===== config.mk =====
export PLATFORM = sky130hd
export DESIGN_NAME = ltc_biphase_interval_decoder_top
export DESIGN_NICKNAME = d
export VERILOG_FILES = /design/src/rtl/core/lbd_pkg.sv /design/src/rtl/core/lbd_front.sv /design/src/rtl/core/lbd_queue.sv /design/src/rtl/core/lbd_back.sv /design/src/rtl/core/ltc_biphase_interval_decoder_top.sv
export VERILOG_INCLUDE_DIRS = /design/src /design/src/rtl/core
export SDC_FILE = /design/constraint.sdc
export NUM_CORES = 1
export LEC_CHECK = 0
export BUFFER_PORTS_ARGS = -buffer_cell sky130_fd_sc_hd__buf_2
export CORE_MARGIN = 2
export CORE_UTILIZATION = 50
export CTS_BUF_LIST = sky130_fd_sc_hd__clkbuf_8 sky130_fd_sc_hd__clkbuf_16
export CTS_CLUSTER_SIZE = 24
export DETAILED_ROUTE_END_ITERATION = 6
export GPL_ROUTABILITY_DRIVEN = 0
export GPL_TIMING_DRIVEN = 0
export HOLD_SLACK_MARGIN = 0.15
export PLACE_DENSITY_LB_ADDON = 0.15
export SYNTH_ARGS = -nofsm -noshare
export SYNTH_HDL_FRONTEND = slang
export SYNTH_SLANG_ARGS = --single-unit

===== constraint.sdc =====
create_clock -name clk_i -period 4.5 [get_ports clk_i]
set_clock_uncertainty 0.05 [all_clocks]
set_input_delay 0.225 -clock clk_i [delete_from_list [all_inputs] [get_ports clk_i]]
set_output_delay 0.225 -clock clk_i [all_outputs]
set_load 0.02 [all_outputs]

===== src/rtl/core/ltc_biphase_interval_decoder_top_defines.svh =====
// ----------------------------------------------------------------------------
// LTC biphase decoder assertion macros
// Shared helpers for the concurrent checks of the decoder top level.
// ----------------------------------------------------------------------------
`ifndef LTC_BIPHASE_INTERVAL_DECODER_TOP_DEFINES_SVH
`define LTC_BIPHASE_INTERVAL_DECODER_TOP_DEFINES_SVH

// Same-cycle implication, checked outside reset.
`define LBD_ASSERT_IMPL(label, ante, cons) \
  label: assert property (@(posedge clk_i) disable iff (!rst_ni) (ante) |-> (cons)) \
    else $error("lbd check failed: same-cycle implication");

// Next-cycle implication, checked outside reset.
`define LBD_ASSERT_NEXT(label, ante, cons) \
  label: assert property (@(posedge clk_i) disable iff (!rst_ni) (ante) |=> (cons)) \
    else $error("lbd check failed: next-cycle implication");

`endif


===== src/rtl/core/lbd_pkg.sv =====
// ----------------------------------------------------------------------------
// LTC biphase decoder package
// Shared widths, constants, event codes and helper functions.
// ----------------------------------------------------------------------------
`default_nettype none

package lbd_pkg;

  // Field and register widths.
  localparam int unsigned TimeW    = 32;
  localparam int unsigned WinW     = 16;
  localparam int unsigned CfgIdxW  = 8;
  localparam int unsigned StatusW  = 2;
  localparam int unsigned FramesW  = 6;
  localparam int unsigned SecondsW = 7;
  localparam int unsigned MinutesW = 7;
  localparam int unsigned HoursW   = 6;

  // Frame geometry.
  localparam int unsigned FrameBits = 80;
  localparam int unsigned CntW      = 7;
  localparam logic [7:0]  SyncLow   = 8'hFC;
  localparam logic [7:0]  SyncHigh  = 8'hBF;

  // Configuration register indexes.
  localparam logic [CfgIdxW-1:0] CfgZeroMin = 8'd0;
  localparam logic [CfgIdxW-1:0] CfgZeroMax = 8'd1;
  localparam logic [CfgIdxW-1:0] CfgOneMin  = 8'd2;
  localparam logic [CfgIdxW-1:0] CfgOneMax  = 8'd3;

  // Window reset values in microseconds.
  localparam logic [WinW-1:0] ZeroMinRst = 16'd700;
  localparam logic [WinW-1:0] ZeroMaxRst = 16'd900;
  localparam logic [WinW-1:0] OneMinRst  = 16'd300;
  localparam logic [WinW-1:0] OneMaxRst  = 16'd500;

  // Result status codes.
  localparam logic [StatusW-1:0] StOk          = 2'd0;
  localparam logic [StatusW-1:0] StBadInterval = 2'd1;
  localparam logic [StatusW-1:0] StBadParity   = 2'd2;
  localparam logic [StatusW-1:0] StBadSync     = 2'd3;

  // Queue depth between the classifier and the frame assembler.
  localparam int unsigned QDepth = 2;
  localparam int unsigned QPtrW  = 1;
  localparam int unsigned QCntW  = 2;

  // Events passed from the classifier to the frame assembler.
  typedef enum logic [1:0] {
    EV_RESTART = 2'd0,
    EV_BIT0    = 2'd1,
    EV_BIT1    = 2'd2,
    EV_ERROR   = 2'd3
  } ev_e;

  typedef struct packed {
    logic valid;
    ev_e  ev;
  } ev_item_t;

  // Two BCD digits to binary: tens * 10 + units, no digit correction.
  function automatic logic [6:0] bcd_to_bin(input logic [2:0] tens, input logic [3:0] units);
    logic [6:0] t7;
    t7 = {4'd0, tens};
    return (t7 << 3) + (t7 << 1) + {3'd0, units};
  endfunction

endpackage

`default_nettype wire


===== src/rtl/core/lbd_front.sv =====
// ----------------------------------------------------------------------------
// LTC biphase decoder front end
// Accepts transitions, measures intervals and classes them into bit events.
// ----------------------------------------------------------------------------
`default_nettype none

module lbd_front (
  input  wire logic                         clk_i,
  input  wire logic                         rst_ni,
  // Transition input channel.
  input  wire logic                         in_valid_i,
  output logic                              in_ready_o,
  input  wire logic [lbd_pkg::TimeW-1:0]    transition_time_i,
  input  wire logic                         frame_start_i,
  // Configuration writes.
  input  wire logic                         cfg_valid_i,
  input  wire logic [lbd_pkg::CfgIdxW-1:0]  cfg_index_i,
  input  wire logic [lbd_pkg::WinW-1:0]     cfg_data_i,
  // Event push into the queue.
  input  wire logic                         q_ready_i,
  output lbd_pkg::ev_item_t                 push_o
);

  logic [lbd_pkg::WinW-1:0]  zero_min_q, zero_max_q, one_min_q, one_max_q;
  logic [lbd_pkg::TimeW-1:0] last_time_q, last_time_d;
  logic                      have_ref_q, have_ref_d;
  logic                      half_q, half_d;
  logic [lbd_pkg::TimeW-1:0] delta;
  logic                      zero_win, one_win;
  logic                      accept;
  logic                      has_ev;
  lbd_pkg::ev_e              ev;

  assign in_ready_o = q_ready_i;
  assign accept     = in_valid_i & q_ready_i;

  // Interval since the previous transition, modulo 2^32, and window tests.
  assign delta    = transition_time_i - last_time_q;
  assign zero_win = (delta > {16'd0, zero_min_q}) && (delta < {16'd0, zero_max_q});
  assign one_win  = (delta > {16'd0, one_min_q}) && (delta < {16'd0, one_max_q});

  // Classify the transition and update the reference and half-bit state.
  always_comb begin
    last_time_d = last_time_q;
    have_ref_d  = have_ref_q;
    half_d      = half_q;
    has_ev      = 1'b1;
    ev          = lbd_pkg::EV_RESTART;
    if (accept) begin
      last_time_d = transition_time_i;
      if (frame_start_i || !have_ref_q) begin
        have_ref_d = 1'b1;
        half_d     = 1'b0;
        ev         = lbd_pkg::EV_RESTART;
      end else if (half_q) begin
        half_d = 1'b0;
        ev     = one_win ? lbd_pkg::EV_BIT1 : lbd_pkg::EV_ERROR;
      end else if (zero_win) begin
        ev = lbd_pkg::EV_BIT0;
      end else if (one_win) begin
        half_d = 1'b1;
        has_ev = 1'b0;
      end else begin
        ev = lbd_pkg::EV_ERROR;
      end
    end
  end

  assign push_o.valid = accept & has_ev;
  assign push_o.ev    = ev;

  // Classifier state.
  always_ff @(posedge clk_i or negedge rst_ni) begin
    if (!rst_ni) begin
      last_time_q <= '0;
      have_ref_q  <= 1'b0;
      half_q      <= 1'b0;
    end else begin
      last_time_q <= last_time_d;
      have_ref_q  <= have_ref_d;
      half_q      <= half_d;
    end
  end

  // Window registers; writes to indexes beyond the list are dropped.
  always_ff @(posedge clk_i or negedge rst_ni) begin
    if (!rst_ni) begin
      zero_min_q <= lbd_pkg::ZeroMinRst;
      zero_max_q <= lbd_pkg::ZeroMaxRst;
      one_min_q  <= lbd_pkg::OneMinRst;
      one_max_q  <= lbd_pkg::OneMaxRst;
    end else if (cfg_valid_i) begin
      unique case (cfg_index_i)
        lbd_pkg::CfgZeroMin: zero_min_q <= cfg_data_i;
        lbd_pkg::CfgZeroMax: zero_max_q <= cfg_data_i;
        lbd_pkg::CfgOneMin:  one_min_q  <= cfg_data_i;
        lbd_pkg::CfgOneMax:  one_max_q  <= cfg_data_i;
        default: ;
      endcase
    end
  end

endmodule

`default_nettype wire


===== src/rtl/core/lbd_queue.sv =====
// ----------------------------------------------------------------------------
// LTC biphase decoder event queue
// Small FIFO of bit events between the classifier and the frame assembler.
// ----------------------------------------------------------------------------
`default_nettype none

module lbd_queue (
  input  wire logic              clk_i,
  input  wire logic              rst_ni,
  input  wire lbd_pkg::ev_item_t push_i,
  output logic                   ready_o,
  output lbd_pkg::ev_item_t      head_o,
  input  wire logic              pop_i
);

  lbd_pkg::ev_e                entry_q [lbd_pkg::QDepth];
  logic [lbd_pkg::QPtrW-1:0]   wr_ptr_q, rd_ptr_q;
  logic [lbd_pkg::QCntW-1:0]   count_q;
  logic                        do_push, do_pop;

  assign ready_o      = (count_q != lbd_pkg::QCntW'(lbd_pkg::QDepth));
  assign head_o.valid = (count_q != '0);
  assign head_o.ev    = entry_q[rd_ptr_q];

  assign do_push = push_i.valid & ready_o;
  assign do_pop  = pop_i & head_o.valid;

  // Entry storage.
  always_ff @(posedge clk_i) begin
    if (do_push) begin
      entry_q[wr_ptr_q] <= push_i.ev;
    end
  end

  // Pointers and fill level.
  always_ff @(posedge clk_i or negedge rst_ni) begin
    if (!rst_ni) begin
      wr_ptr_q <= '0;
      rd_ptr_q <= '0;
      count_q  <= '0;
    end else begin
      if (do_push) begin
        wr_ptr_q <= wr_ptr_q + 1'b1;
      end
      if (do_pop) begin
        rd_ptr_q <= rd_ptr_q + 1'b1;
      end
      if (do_push && !do_pop) begin
        count_q <= count_q + 1'b1;
      end else if (do_pop && !do_push) begin
        count_q <= count_q - 1'b1;
      end
    end
  end

endmodule

`default_nettype wire


===== src/rtl/core/lbd_back.sv =====
// ----------------------------------------------------------------------------
// LTC biphase decoder back end
// Assembles bit events into 80-bit frames, checks them and registers results.
// ----------------------------------------------------------------------------
`default_nettype none

module lbd_back (
  input  wire logic                          clk_i,
  input  wire logic                          rst_ni,
  // Queue head.
  input  wire lbd_pkg::ev_item_t             head_i,
  output logic                               pop_o,
  // Result channel.
  output logic                               out_valid_o,
  input  wire logic                          out_ready_i,
  output logic [lbd_pkg::StatusW-1:0]        status_o,
  output logic [lbd_pkg::FramesW-1:0]        frames_o,
  output logic [lbd_pkg::SecondsW-1:0]       seconds_o,
  output logic [lbd_pkg::MinutesW-1:0]       minutes_o,
  output logic [lbd_pkg::HoursW-1:0]         hours_o
);

  logic [lbd_pkg::FrameBits-1:0] frame_q, frame_d, full;
  logic [lbd_pkg::CntW-1:0]      cnt_q, cnt_d;
  logic                          par_q, par_d, par_fin;
  logic                          out_valid_q, out_valid_d;
  logic [lbd_pkg::StatusW-1:0]   status_q, status_d;
  logic [lbd_pkg::FramesW-1:0]   frames_q, frames_d;
  logic [lbd_pkg::SecondsW-1:0]  seconds_q, seconds_d;
  logic [lbd_pkg::MinutesW-1:0]  minutes_q, minutes_d;
  logic [lbd_pkg::HoursW-1:0]    hours_q, hours_d;
  logic                          bit_val, is_bit, last_bit, needs_out, out_free, load;
  logic                          sync_ok;
  logic [6:0]                    frames_w, hours_w;

  assign bit_val   = (head_i.ev == lbd_pkg::EV_BIT1);
  assign is_bit    = (head_i.ev == lbd_pkg::EV_BIT0) || (head_i.ev == lbd_pkg::EV_BIT1);
  assign last_bit  = is_bit && (cnt_q == lbd_pkg::CntW'(lbd_pkg::FrameBits - 1));
  assign needs_out = (head_i.ev == lbd_pkg::EV_ERROR) || last_bit;
  assign out_free  = !out_valid_q || out_ready_i;
  assign pop_o     = head_i.valid && (!needs_out || out_free);

  // Completed frame as it stands once the final bit is in.
  always_comb begin
    full = frame_q;
    full[lbd_pkg::FrameBits-1] = bit_val;
  end

  assign par_fin  = par_q ^ bit_val;
  assign sync_ok  = (full[71:64] == lbd_pkg::SyncLow) && (full[79:72] == lbd_pkg::SyncHigh);
  assign frames_w = lbd_pkg::bcd_to_bin({1'b0, full[9:8]}, full[3:0]);
  assign hours_w  = lbd_pkg::bcd_to_bin({1'b0, full[57:56]}, full[51:48]);

  // Frame assembly and result selection.
  always_comb begin
    frame_d   = frame_q;
    cnt_d     = cnt_q;
    par_d     = par_q;
    load      = 1'b0;
    status_d  = lbd_pkg::StOk;
    frames_d  = '0;
    seconds_d = '0;
    minutes_d = '0;
    hours_d   = '0;
    if (pop_o) begin
      unique case (head_i.ev)
        lbd_pkg::EV_RESTART: begin
          frame_d = '0;
          cnt_d   = '0;
          par_d   = 1'b0;
        end
        lbd_pkg::EV_ERROR: begin
          frame_d  = '0;
          cnt_d    = '0;
          par_d    = 1'b0;
          load     = 1'b1;
          status_d = lbd_pkg::StBadInterval;
        end
        lbd_pkg::EV_BIT0, lbd_pkg::EV_BIT1: begin
          if (last_bit) begin
            frame_d = '0;
            cnt_d   = '0;
            par_d   = 1'b0;
            load    = 1'b1;
            if (par_fin) begin
              status_d = lbd_pkg::StBadParity;
            end else if (!sync_ok) begin
              status_d = lbd_pkg::StBadSync;
            end else begin
              status_d  = lbd_pkg::StOk;
              frames_d  = frames_w[lbd_pkg::FramesW-1:0];
              seconds_d = lbd_pkg::bcd_to_bin(full[26:24], full[19:16]);
              minutes_d = lbd_pkg::bcd_to_bin(full[42:40], full[35:32]);
              hours_d   = hours_w[lbd_pkg::HoursW-1:0];
            end
          end else begin
            frame_d[cnt_q] = bit_val;
            par_d          = par_q ^ bit_val;
            cnt_d          = cnt_q + 1'b1;
          end
        end
        default: ;
      endcase
    end
  end

  // Output register holds a result until the receiver takes it.
  assign out_valid_d = load ? 1'b1 : (out_ready_i ? 1'b0 : out_valid_q);

  always_ff @(posedge clk_i or negedge rst_ni) begin
    if (!rst_ni) begin
      frame_q     <= '0;
      cnt_q       <= '0;
      par_q       <= 1'b0;
      out_valid_q <= 1'b0;
    end else begin
      frame_q     <= frame_d;
      cnt_q       <= cnt_d;
      par_q       <= par_d;
      out_valid_q <= out_valid_d;
    end
  end

  // Result payload.
  always_ff @(posedge clk_i) begin
    if (load) begin
      status_q  <= status_d;
      frames_q  <= frames_d;
      seconds_q <= seconds_d;
      minutes_q <= minutes_d;
      hours_q   <= hours_d;
    end
  end

  assign out_valid_o = out_valid_q;
  assign status_o    = status_q;
  assign frames_o    = frames_q;
  assign seconds_o   = seconds_q;
  assign minutes_o   = minutes_q;
  assign hours_o     = hours_q;

endmodule

`default_nettype wire


===== src/rtl/core/ltc_biphase_interval_decoder_top.sv =====
// ----------------------------------------------------------------------------
// LTC biphase interval decoder
// Decodes linear timecode frames from biphase-mark transition timestamps.
// ----------------------------------------------------------------------------
// Usage: each input transfer carries one transition timestamp in microseconds
// and a frame_start flag. A transfer on the result channel carries a status
// and the decoded frames, seconds, minutes and hours; at most one result
// follows each transition. Window registers 0..3 (zero_min, zero_max,
// one_min, one_max) are written through the configuration channel, which is
// always ready and should be used only while the decoder is idle.
// Throughput is one transition per cycle while in_ready_o is high. The
// classifier pushes the event of a transferred transition into the event
// queue at the transfer edge; the frame assembler pops it from the head and
// loads the result register once that register is free.
// Reset restores the default windows, drops the reference time and clears
// the frame being assembled. While the receiver stalls, the held result
// stays on the output and bit events keep draining; once the next
// result-producing event reaches the head, the two-entry event queue fills
// and in_ready_o falls until the result is taken.
// ----------------------------------------------------------------------------
`default_nettype none

`include "ltc_biphase_interval_decoder_top_defines.svh"

module ltc_biphase_interval_decoder_top (
  input  wire logic                          clk_i,
  input  wire logic                          rst_ni,
  // Transition channel.
  input  wire logic                          in_valid_i,
  output logic                               in_ready_o,
  input  wire logic [lbd_pkg::TimeW-1:0]     transition_time_i,
  input  wire logic                          frame_start_i,
  // Configuration channel.
  input  wire logic                          cfg_valid_i,
  output logic                               cfg_ready_o,
  input  wire logic [lbd_pkg::CfgIdxW-1:0]   cfg_index_i,
  input  wire logic [lbd_pkg::WinW-1:0]      cfg_data_i,
  // Result channel.
  output logic                               out_valid_o,
  input  wire logic                          out_ready_i,
  output logic [lbd_pkg::StatusW-1:0]        status_o,
  output logic [lbd_pkg::FramesW-1:0]        frames_o,
  output logic [lbd_pkg::SecondsW-1:0]       seconds_o,
  output logic [lbd_pkg::MinutesW-1:0]       minutes_o,
  output logic [lbd_pkg::HoursW-1:0]         hours_o
);

  lbd_pkg::ev_item_t push, head;
  logic              q_ready, pop;

  assign cfg_ready_o = 1'b1;

  // Classifier.
  lbd_front u_front (
    .clk_i             (clk_i),
    .rst_ni            (rst_ni),
    .in_valid_i        (in_valid_i),
    .in_ready_o        (in_ready_o),
    .transition_time_i (transition_time_i),
    .frame_start_i     (frame_start_i),
    .cfg_valid_i       (cfg_valid_i),
    .cfg_index_i       (cfg_index_i),
    .cfg_data_i        (cfg_data_i),
    .q_ready_i         (q_ready),
    .push_o            (push)
  );

  // Event queue.
  lbd_queue u_queue (
    .clk_i   (clk_i),
    .rst_ni  (rst_ni),
    .push_i  (push),
    .ready_o (q_ready),
    .head_o  (head),
    .pop_i   (pop)
  );

  // Frame assembler and result register.
  lbd_back u_back (
    .clk_i       (clk_i),
    .rst_ni      (rst_ni),
    .head_i      (head),
    .pop_o       (pop),
    .out_valid_o (out_valid_o),
    .out_ready_i (out_ready_i),
    .status_o    (status_o),
    .frames_o    (frames_o),
    .seconds_o   (seconds_o),
    .minutes_o   (minutes_o),
    .hours_o     (hours_o)
  );

  // Events are only pushed for transitions that are actually transferred.
  `LBD_ASSERT_IMPL(a_push_on_accept, push.valid, in_valid_i && in_ready_o)
  // An empty queue never holds back the input.
  `LBD_ASSERT_IMPL(a_ready_when_empty, !head.valid, in_ready_o)
  // Failed frames and bad intervals report zero time fields.
  `LBD_ASSERT_IMPL(a_error_fields_zero, out_valid_o && (status_o != lbd_pkg::StOk), (frames_o == '0) && (seconds_o == '0) && (minutes_o == '0) && (hours_o == '0))
  // A frame start transfer always leaves a restart event queued.
  `LBD_ASSERT_NEXT(a_restart_queued, in_valid_i && in_ready_o && frame_start_i, head.valid)

endmodule

`default_nettype wire


==> results.cfg, run 1 <==
[timing]
fmax_mhz = 225
slew_viol_final = 0
min_period_ns = 4.45
report.final.setup_viol = 0
post-route-period-util_pct = 98.9
rsz0062_at_grt = true
maxSlewHeadroom_pct = 50.7
worst_pin_slew_ns = 0.739
setup_ws_ns = 0.0481
hold_violations = 0

[detailed_routing]
drtAntennaViolNets = 0
post-route-drc-count = 0
drt-total-wl_mm = 28.6
wire_per_inst_um = 16.4
drtIter0Drc = 562
vias = 9579
drt-vias-per-instance = 5.50
drt_first_pass_iters = 5

[synthesis]
synth-seq-cells = 184
syn_area_per_cell_um2 = 9.82
synth_top_area_share_pct = 27.6
syn-num-nets = 1399
postSynthCellCount = 1216
syn_area_um2 = 11900
synth-async-reset-ratio_pct = 82.6
synth_top_flop_cell = dfrtp_1
synth-edff-count = 32
yosys-top-cells-count = dfrtp_1, ha_1, inv_1
yosysWarnings = 0
yosys-top-cells-area = dfrtp_1, ha_1, edfxtp_1, mux2_2, dfstp_2
ys_seq_area_share_pct = 40.1
synth_top_area_cell = dfrtp_1
yosysUniqueCellTypes = 88
yosysMostFrequentCell = dfrtp_1

[clock_tree]
numCtsBuffers = 17
clk_latency_ns = 0.44
root_buffer = clkbuf_16
clk_pin_slew_ns = 0.07
tritoncts = done
clockBufferDepth = 2
clock_sinks = 184
cts_max_level = 4

[power_and_ir_drop]
finalPower_uw = 8670
total_leakage_power_uw = 0.00656
powerDensity_nw_per_um2 = 594
peakVddDrop_mv = 0.308

[outcome]
outcome = completed

[global_routing]
overflow = 0
antenna_found_initial = 0
grt_pass1_wl_mm = 46.3
grtUsageTotal_pct = 23.3
grt_max_degree = 82
grt_pass1_vias = 9245

[placed_design]
port_buffers = 91
dp.cells = 1630
pre_cts_ws_ns = -0.703
hpwlAfterDp_mm = 20.6

[worst_hold_path]
hold_path.class = in -> reg

[floorplanning]
dieHeight_um = 159
pin_count = 93
core_um2 = 23500
start_util_pct = 50.9
die_area_um2 = 25100
std_cell_rows = 56
die_w_um = 159

[finish]
area_growth_pct = 22.3
fin_util_pct = 62.2
final_nets = 1592
drive_gt1_share_pct = 25.7
fin_cells = 1741
diodes = 0

[worst_setup_path]
r2r_setup_slack_ns = 0.05
start_kind = register
critPathArrivalTime_ns = 4.77
cp_max_fo = 5
cp-end-kind = register
crit_type = reg -> reg
required_ns = 4.82

[flow_run]
maxCapViolCount = 0
==> repair_timing <==
item | CTS | global route
setup buffers | 19 | 9
resized for setup | 55 | 24
endpoints found under the hold margin | 166 | 0
endpoints found under the setup margin | 12 | 7
pin swaps | 27 | 24
hold buffers | 51 | 0
==> layout by cell type (no fill, tap or decap), types with 5 or more instances in the layout <==
master,netlist,layout
xnor2_2,0,5
o211ai_1,9,9
a21o_1,22,22
clkbuf_1,29,29
a21oi_1,75,67
buf_2,4,95
nor4_1,8,8
and2_1,18,17
nor2_1,89,86
nor3_1,16,14
mux2_2,79,79
dfrtp_1,132,132
clkbuf_16,0,18
nor2b_1,16,15
inv_1,111,110
o21ai_0,80,79
dfstp_2,20,20
ha_4,0,10
dlygate4sd3_1,0,51
mux2i_1,19,19
nand4_1,30,30
buf_6,5,7
xor2_1,18,13
o21a_1,11,10
o31ai_1,8,7
fa_1,7,6
nand3_1,29,28
xnor2_1,16,11
a21oi_2,7,12
or3_1,6,6
nand2b_1,13,12
ha_1,114,102
a31oi_1,7,5
edfxtp_1,32,32
nand2_1,84,81
nand2_2,3,5
buf_4,5,34
==> metrics by stage <==
step	area (um^2)	TNS (ns)	hold slack, ns
3_5_place_dp	12900	-3.41	0.244
3_3_place_gp	12800	-35.58	0.418
4_1_cts	14400	0	0.183
2_1_floorplan	11900	0	-0.121
6_report	14600	0	0.188
5_1_grt	14600	-0.230	0.200
==> flip-flops by register name, summed over array words and instances (netlist names) <==
register             cells
u_back.frame_q          41
u_front.last_time_q     32
u_front.one_max_q       16
u_front.one_min_q       16
u_front.zero_max_q      16
u_front.zero_min_q      16
u_back.cnt_q             7
u_back.minutes_o         7
u_back.seconds_o         7
u_back.frames_o          6
u_back.hours_o           6
u_queue.entry_q          4
u_back.status_o          2
u_queue.count_q          2
u_back.out_valid_o       1
u_back.par_q             1
u_front.half_q           1
u_front.have_ref_q       1
u_queue.rd_ptr_q         1
u_queue.wr_ptr_q         1
==> final cells by class <==
cell class	count	area (um^2)
well taps	319	399
repair buffers	174	1230
inverters	112	420
plain buffers	43	223
multi-input cells	877	6950
clock inverters	13	129
fillers	1989	8870
clock buffers	19	464
flip-flops and latches	184	4790
==> where the power goes <==
group | switching (uW) | internal, uW
logic | 2970 | 2110
registers | 129 | 1970
clock network | 722 | 782
total | 3820 | 4860
==> metal layers <==
metal / GRT usage (%) / wire (um)
met1: 30.1 / 12500
met2: 40.8 / 14600
met3: 2.67 / 889
met4: 7.55 / 563
met5: 0 / 0
==> path summary, 6_finish.rpt <==
check | startpoint | end | cells after the start
min in group asynchronous | rst_ni | u_front.one_max_q[11] | 2
max reg2reg | u_front.last_time_q[1] | u_queue.count_q[1] | 22
max in group asynchronous | rst_ni | u_front.one_min_q[3] | 3
min reg2reg | u_front.have_ref_q | u_front.have_ref_q | 1
min | frame_start_i | u_queue.entry_q[1][0] | 3
max | u_front.last_time_q[1] | u_queue.count_q[1] | 22
==> worst max-delay path, stage by stage (launching register included) <==
cell	delay, ns
dfrtp_1	0.40
buf_4	0.15
fa_2	0.36
nand2b_4	0.16
a21oi_4	0.20
buf_4	0.16
o21ai_4	0.08
nand2_2	0.10
xor2_2	0.26
ha_1	0.21
and4_4	0.25
nand3_4	0.08
nor2_4	0.10
o31ai_2	0.08
a2111oi_2	0.36
buf_2	0.22
nand4_1	0.18
nor4_4	0.33
nor2_4	0.08
ha_4	0.16
xor2_1	0.13
nor2_1	0.11
xor2_1	0.15
==> logic make-up (layout without fill, tap and decap cells) <==
family,count (synthesis),in the layout,share of synthesized area [%]
XOR/XNOR,34,34,2.49
other,1,1,0.0314
buffers and inverters,155,361,5.38
multiplexers,99,99,9.13
AO/OA/AOI/OAI,271,271,14.6
AND/OR/NAND/NOR,351,351,15.2
adder cells (fa/ha/maj),121,121,13.1
flip-flops,184,184,40.1
No activity file was read; power rests on OpenSTA's default activity.
==> run 2: changes to the inputs <==
--- a/config.mk
+++ b/config.mk
@@ -7,7 +7,7 @@
 export NUM_CORES = 1
 export LEC_CHECK = 0
 export BUFFER_PORTS_ARGS = -buffer_cell sky130_fd_sc_hd__buf_2
-export CORE_MARGIN = 2
+export CORE_MARGIN = 4
 export CORE_UTILIZATION = 50
 export CTS_BUF_LIST = sky130_fd_sc_hd__clkbuf_8 sky130_fd_sc_hd__clkbuf_16
 export CTS_CLUSTER_SIZE = 24
==> run 2 against run 1 <==
Net effect: fmax shrank 3.1%; worst hold slack better by 0.022 ns; first-iteration DRC count down 2.7%; clock power about the same; die area up 5.1%; wire length about the same; the flow now finishes with violations (negative setup slack); non-clock buffer count shrank 9; utilization decreased by 0.47 points; highest routed layer unchanged.
==> results.cfg, run 2 (same netlist as run 1, synthesis figures left out) <==
[outcome]
outcome = finished with violations
violations = negative setup slack

[floorplanning]
std_cell_rows = 56
die_w_um = 163
core_um2 = 23500
dieHeight_um = 163
pin_count = 93
start_util_pct = 50.9
die_area_um2 = 26400

[finish]
finalInstanceArea_um2 = 14500
most-common-layout-cells = dfrtp_1, inv_1, ha_1
area_growth_pct = 21.3
regMostFlops = u_back.frame_q
largest_reg_flops = 41
drive_gt1_share_pct = 24.3
fin_util_pct = 61.8
diodes = 0
fill_cells = 2010
mostFrequentLayoutCell = dfrtp_1
largest_registers = u_back.frame_q (41), u_front.last_time_q (32)
final_nets = 1583

[detailed_routing]
drt-vias-per-instance = 5.47
drtAntennaViolNets = 0
top_layer = met4
met1_length_mm = 12.8
drt_first_pass_iters = 5
post-route-drc-count = 0
route.met3.wl_um = 814
wl_met2_mm = 14.7
drt-total-wl_mm = 28.5
drtIter0Drc = 547
vias = 9477
wire_per_inst_um = 16.5

[timing]
rsz0062_at_grt = true
report.final.setup_viol = 1
setup_ws_ns = -0.0961
worst_pin_slew_ns = 0.713
hold_violations = 0
post-route-period-util_pct = 102
fmax_mhz = 218
slew_viol_final = 0
min_period_ns = 4.60
maxSlewHeadroom_pct = 52.5

[global_routing]
grtUsageTotal_pct = 22.0
grt_pass1_wl_mm = 47.4
overflow = 0
grt_max_degree = 81
antenna_found_initial = 0
grt_pass1_vias = 9546

[power_and_ir_drop]
clockPowerShare_pct = 17.8
peakVddDrop_mv = 0.349
switchingPower_uw = 3730
powerDensity_nw_per_um2 = 590
p_sw_share_pct = 43.6
p_int_uw = 4830
seqPwrFrac_pct = 24.5
combPwrFrac_pct = 57.7
total_leakage_power_uw = 0.00651

[flow_run]
maxCapViolCount = 0

[clock_tree]
clockBufferDepth = 2
numCtsBuffers = 17
tritoncts = done
cts_max_level = 4
clk_pin_slew_ns = 0.07
root_buffer = clkbuf_16
clock_sinks = 184
clk_latency_ns = 0.43

[worst_setup_path]
path_cells = inv_1 -> ha_2 -> nand2_1 -> o21a_1 -> a31oi_4 -> and3_4 -> nor2b_4 -> xnor2_2 -> buf_4 -> ha_1 -> nand4_1 -> nor2_1 -> a221o_1 -> a31oi_1 -> o221ai_1 -> o211ai_1 -> nor4_4 -> nor2_4 -> ha_2 -> xor2_1 -> nor2_1 -> xor2_1
start_kind = register
r2r_cells = 22
rr_endpoint = u_queue.count_q[1]
cpPeakStageDelay_ns = 0.46
r2r_setup_slack_ns = -0.1
cp_max_fo = 6
crit_type = reg -> reg
reg2reg_from = u_front.last_time_q[9]
required_ns = 4.76
critPathArrivalTime_ns = 4.86
slowest_stage = ha_2
cp-end-kind = register

[placed_design]
port_buffers = 91
pre_cts_ws_ns = -1.22
hpwlAfterDp_mm = 20.8
placed_area_um2 = 12900

[worst_hold_path]
min-delay-start = cfg_index_i[0]
hold_path.class = in -> reg
min_to = u_front.zero_min_q[0]
hold_depth = 3
run 2: critical path, delay by kind of cell, from the launching register on:
kind,cells,cell delay [ns]
compound gates,6,1.51
xor+xnor,3,0.52
fa+ha+maj,3,0.90
buf+inv,2,0.23
flops,1,0.36
simple gates,8,0.94
run 2: through the flow:
stage	cells	setup TNS [ns]	hold WS, ns	total power, uW
after CTS	1723	0	0.189	8310
after detailed placement	1629	-9.54	0.252	6370
final	1732	-0.0961	0.210	8550
after global placement	1626	-33.52	0.419	6290
after global routing	1732	-0.328	0.202	9240
after floorplan	1216	0	-0.121	5270
run 2: timing repair:
action,4_1_cts,5_1_grt
pin swaps,17,23
endpoints found under the setup margin,12,4
hold endpoints to repair,168,0
hold buffers,51,0
setup buffers,11,10
resized for setup,41,23
run 2: layer usage:
metal	GRT usage, %	vias to the layer above
li1	-	4698
met5	0	-
met3	2.68	27
met4	5.22	0
met1	28.9	4569
met2	39.0	183
run 2: power by group through the flow:
stage | Clock [uW] | Combinational (uW) | Sequential, uW
after detailed placement | 0 | 4240 | 2130
after global routing | 1620 | 5490 | 2130
after global placement | 0 | 4170 | 2120
final | 1520 | 4940 | 2100
after floorplan | 0 | 3140 | 2130
after CTS | 1550 | 4660 | 2100
run 2: worst max-delay path by stage:
stage | depth (start not counted) | slack [ns] | to | startpoint
final | 22 | -0.1 | u_queue.count_q[1] | u_front.last_time_q[9]
after global routing | 21 | -0.25 | u_queue.count_q[1] | u_front.last_time_q[9]
after CTS | 21 | 0.003 | u_queue.count_q[1] | u_front.last_time_q[0]
after detailed placement | 21 | -1.22 | u_queue.count_q[1] | u_front.last_time_q[12]
after global placement | 21 | -1.25 | u_queue.count_q[1] | u_front.last_time_q[11]
after floorplan | 19 | 0.22 | u_queue.count_q[1] | u_front.last_time_q[0]
run 2: final cells by class:
| type | count | area, um^2 | area share (%) |
|---|---|---|---|
| Timing Repair Buffer | 165 | 1170 | 8.09 |
| Tap cell | 319 | 399 | 2.75 |
| Clock inverter | 12 | 116 | 0.803 |
| Clock buffer | 20 | 478 | 3.30 |
| Inverter | 112 | 420 | 2.90 |
| Multi-Input combinational cell | 877 | 6900 | 47.6 |
| Buffer | 43 | 223 | 1.54 |
| Sequential cell | 184 | 4790 | 33.0 |
==> run 3: changes to the inputs <==
--- a/config.mk
+++ b/config.mk
@@ -9,7 +9,7 @@
 export BUFFER_PORTS_ARGS = -buffer_cell sky130_fd_sc_hd__buf_2
 export CORE_MARGIN = 4
 export CORE_UTILIZATION = 50
-export CTS_BUF_LIST = sky130_fd_sc_hd__clkbuf_8 sky130_fd_sc_hd__clkbuf_16
+export CTS_BUF_LIST = sky130_fd_sc_hd__clkbuf_8
 export CTS_CLUSTER_SIZE = 24
 export DETAILED_ROUTE_END_ITERATION = 6
 export GPL_ROUTABILITY_DRIVEN = 0
@@ -19,3 +19,4 @@
 export SYNTH_ARGS = -nofsm -noshare
 export SYNTH_HDL_FRONTEND = slang
 export SYNTH_SLANG_ARGS = --single-unit
+export TNS_END_PERCENT = 10
==> run 3 against run 2 <==
Net effect: the run now ends clean; sequential share of layout area is essentially flat; combinational power is 4% higher; highest routed layer unchanged; register-to-register slack better by 0.14 ns; die area did not move; global-route usage increased by 0.10 points; setup slack improved by 0.11 ns; first-iteration DRC count grew 3.8%.
==> results.cfg, run 3 (same netlist as run 1, synthesis figures left out) <==
[global_routing]
overflow = 0
grtUsageTotal_pct = 22.1
grt_pass1_vias = 9680
antenna_found_initial = 0
grt_pass1_wl_mm = 47.5
grt_max_degree = 81

[placed_design]
pre_cts_ws_ns = -1.22
port_buffers = 91
placed_area_um2 = 12900
hpwlAfterDp_mm = 20.8

[worst_setup_path]
critPathArrivalTime_ns = 4.83
start_kind = input port
slowest_stage = dlygate4sd3_1
cp-end-kind = register
crit_family = simple AND/OR/NAND/NOR gates
cpMostUsedCell = ha_4
required_ns = 4.84
crit_type = in -> reg
cp_max_fo = 4
cpPeakStageDelay_ns = 0.63
path_buf_inv = 1
path_cells = dlygate4sd3_1 -> ha_4 -> o211ai_1 -> a21oi_4 -> o21ai_4 -> a31oi_4 -> and3_4 -> nor2b_4 -> xnor2_4 -> ha_4 -> and4_4 -> nand3_4 -> nor2_4 -> o31ai_4 -> a2111oi_4 -> nand4_1 -> nor4_4 -> nor2_4 -> ha_4 -> xor2_1 -> nor2_1 -> xor2_1
r2r_setup_slack_ns = 0.04

[timing]
setup_tns_ns = 0
hold_violations = 0
fmax_mhz = 223
holdWs_ns = 0.171
slew_viol_final = 0
worst_pin_slew_ns = 0.706
setup_ws_ns = 0.0110
post-route-period-util_pct = 99.8
rsz0062_at_grt = true
min_period_ns = 4.49
report.final.setup_viol = 0
maxSlewHeadroom_pct = 52.9

[detailed_routing]
drtIter0Drc = 568
drt_first_pass_iters = 7
wire_per_inst_um = 16.4
drt-vias-per-instance = 5.45
met1_length_mm = 12.5
top_layer = met4
wl_met2_mm = 14.6
drt-total-wl_mm = 28.4
route.met3.wl_um = 912
drtAntennaViolNets = 0
vias = 9468
post-route-drc-count = 0

[finish]
diodes = 0
mostFrequentLayoutCell = dfrtp_1
area_growth_pct = 21.4
most-common-layout-cells = dfrtp_1, inv_1, ha_1
final_nets = 1589
drive_gt1_share_pct = 25.2
regMostFlops = u_back.frame_q
largest_registers = u_back.frame_q (41), u_front.last_time_q (32)
largest_reg_flops = 41
finalInstanceArea_um2 = 14500

[clock_tree]
clk_pin_slew_ns = 0.10
tritoncts = done
root_buffer = clkbuf_8
cts_max_level = 4
numCtsBuffers = 17
clockBufferDepth = 2
clock_sinks = 184
clk_latency_ns = 0.47

[power_and_ir_drop]
powerDensity_nw_per_um2 = 580
peakVddDrop_mv = 0.369
total_leakage_power_uw = 0.00647

[outcome]
outcome = completed

[floorplanning]
std_cell_rows = 56
start_util_pct = 50.9
die_w_um = 163
core_um2 = 23500
dieHeight_um = 163
pin_count = 93
die_area_um2 = 26400

[worst_hold_path]
hold_path.class = in -> reg

[flow_run]
maxCapViolCount = 0
-- run 3: worst register-to-register path, delay by kind of cell (launching register included) --
kind,cells,cell delay [ns]
and+or+nand+nor,9,1.59
AOI/OAI and AO/OA,6,1.26
adders and majority gates,3,0.66
DFF,1,0.40
xor gates and xnor gates,3,0.39
buffers and inverters,1,0.07
-- run 3: layout make-up --
class | count | area (um^2)
fillers | 2004 | 8970
well taps | 319 | 399
repair buffers | 171 | 1220
flip-flops and latches | 184 | 4790
clock inverters | 13 | 146
plain buffers | 43 | 223
inverters | 112 | 420
multi-input cells | 877 | 7040
clock buffers | 19 | 262
-- run 3: final timing paths --
kind                                         from                    end  cells after the start
max                          transition_time_i[2]     u_queue.count_q[1]                     22
min                                cfg_index_i[1]  u_front.zero_min_q[0]                      3
max reg2reg                u_front.last_time_q[2]     u_queue.count_q[1]                     22
min reg2reg                      u_queue.wr_ptr_q       u_queue.wr_ptr_q                      1
max in group asynchronous                  rst_ni  u_front.zero_min_q[2]                      3
min in group asynchronous                  rst_ni  u_front.one_max_q[11]                      2
-- run 3: timing repair --
action                                  CTS  global route
hold buffers                             52             0
pin swaps                                25            25
setup buffers                            19            10
hold endpoints to repair                172             0
endpoints found under the setup margin   12             8
gates resized for setup                  63            19
-- run 3: power breakdown --
group | internal, uW | switching, uW
clock network | 534 | 639
logic | 2150 | 2990
registers | 1970 | 130
-- run 3: through the flow --
stage / utilization (%) / instances / total power, uW
floorplan: - / 1216 / 5270
global placement: 54.5 / 1626 / 6290
detailed placement: 54.8 / 1629 / 6370
CTS: 61.0 / 1731 / 8210
global route: 61.8 / 1738 / 9130
finish: 61.8 / 1738 / 8410
-- run 3: layer usage --
layer,track usage [%],up-vias
li1,-,4702
met1,28.4,4570
met2,39.3,168
met3,3.16,28
met4,5.83,0
met5,0,-
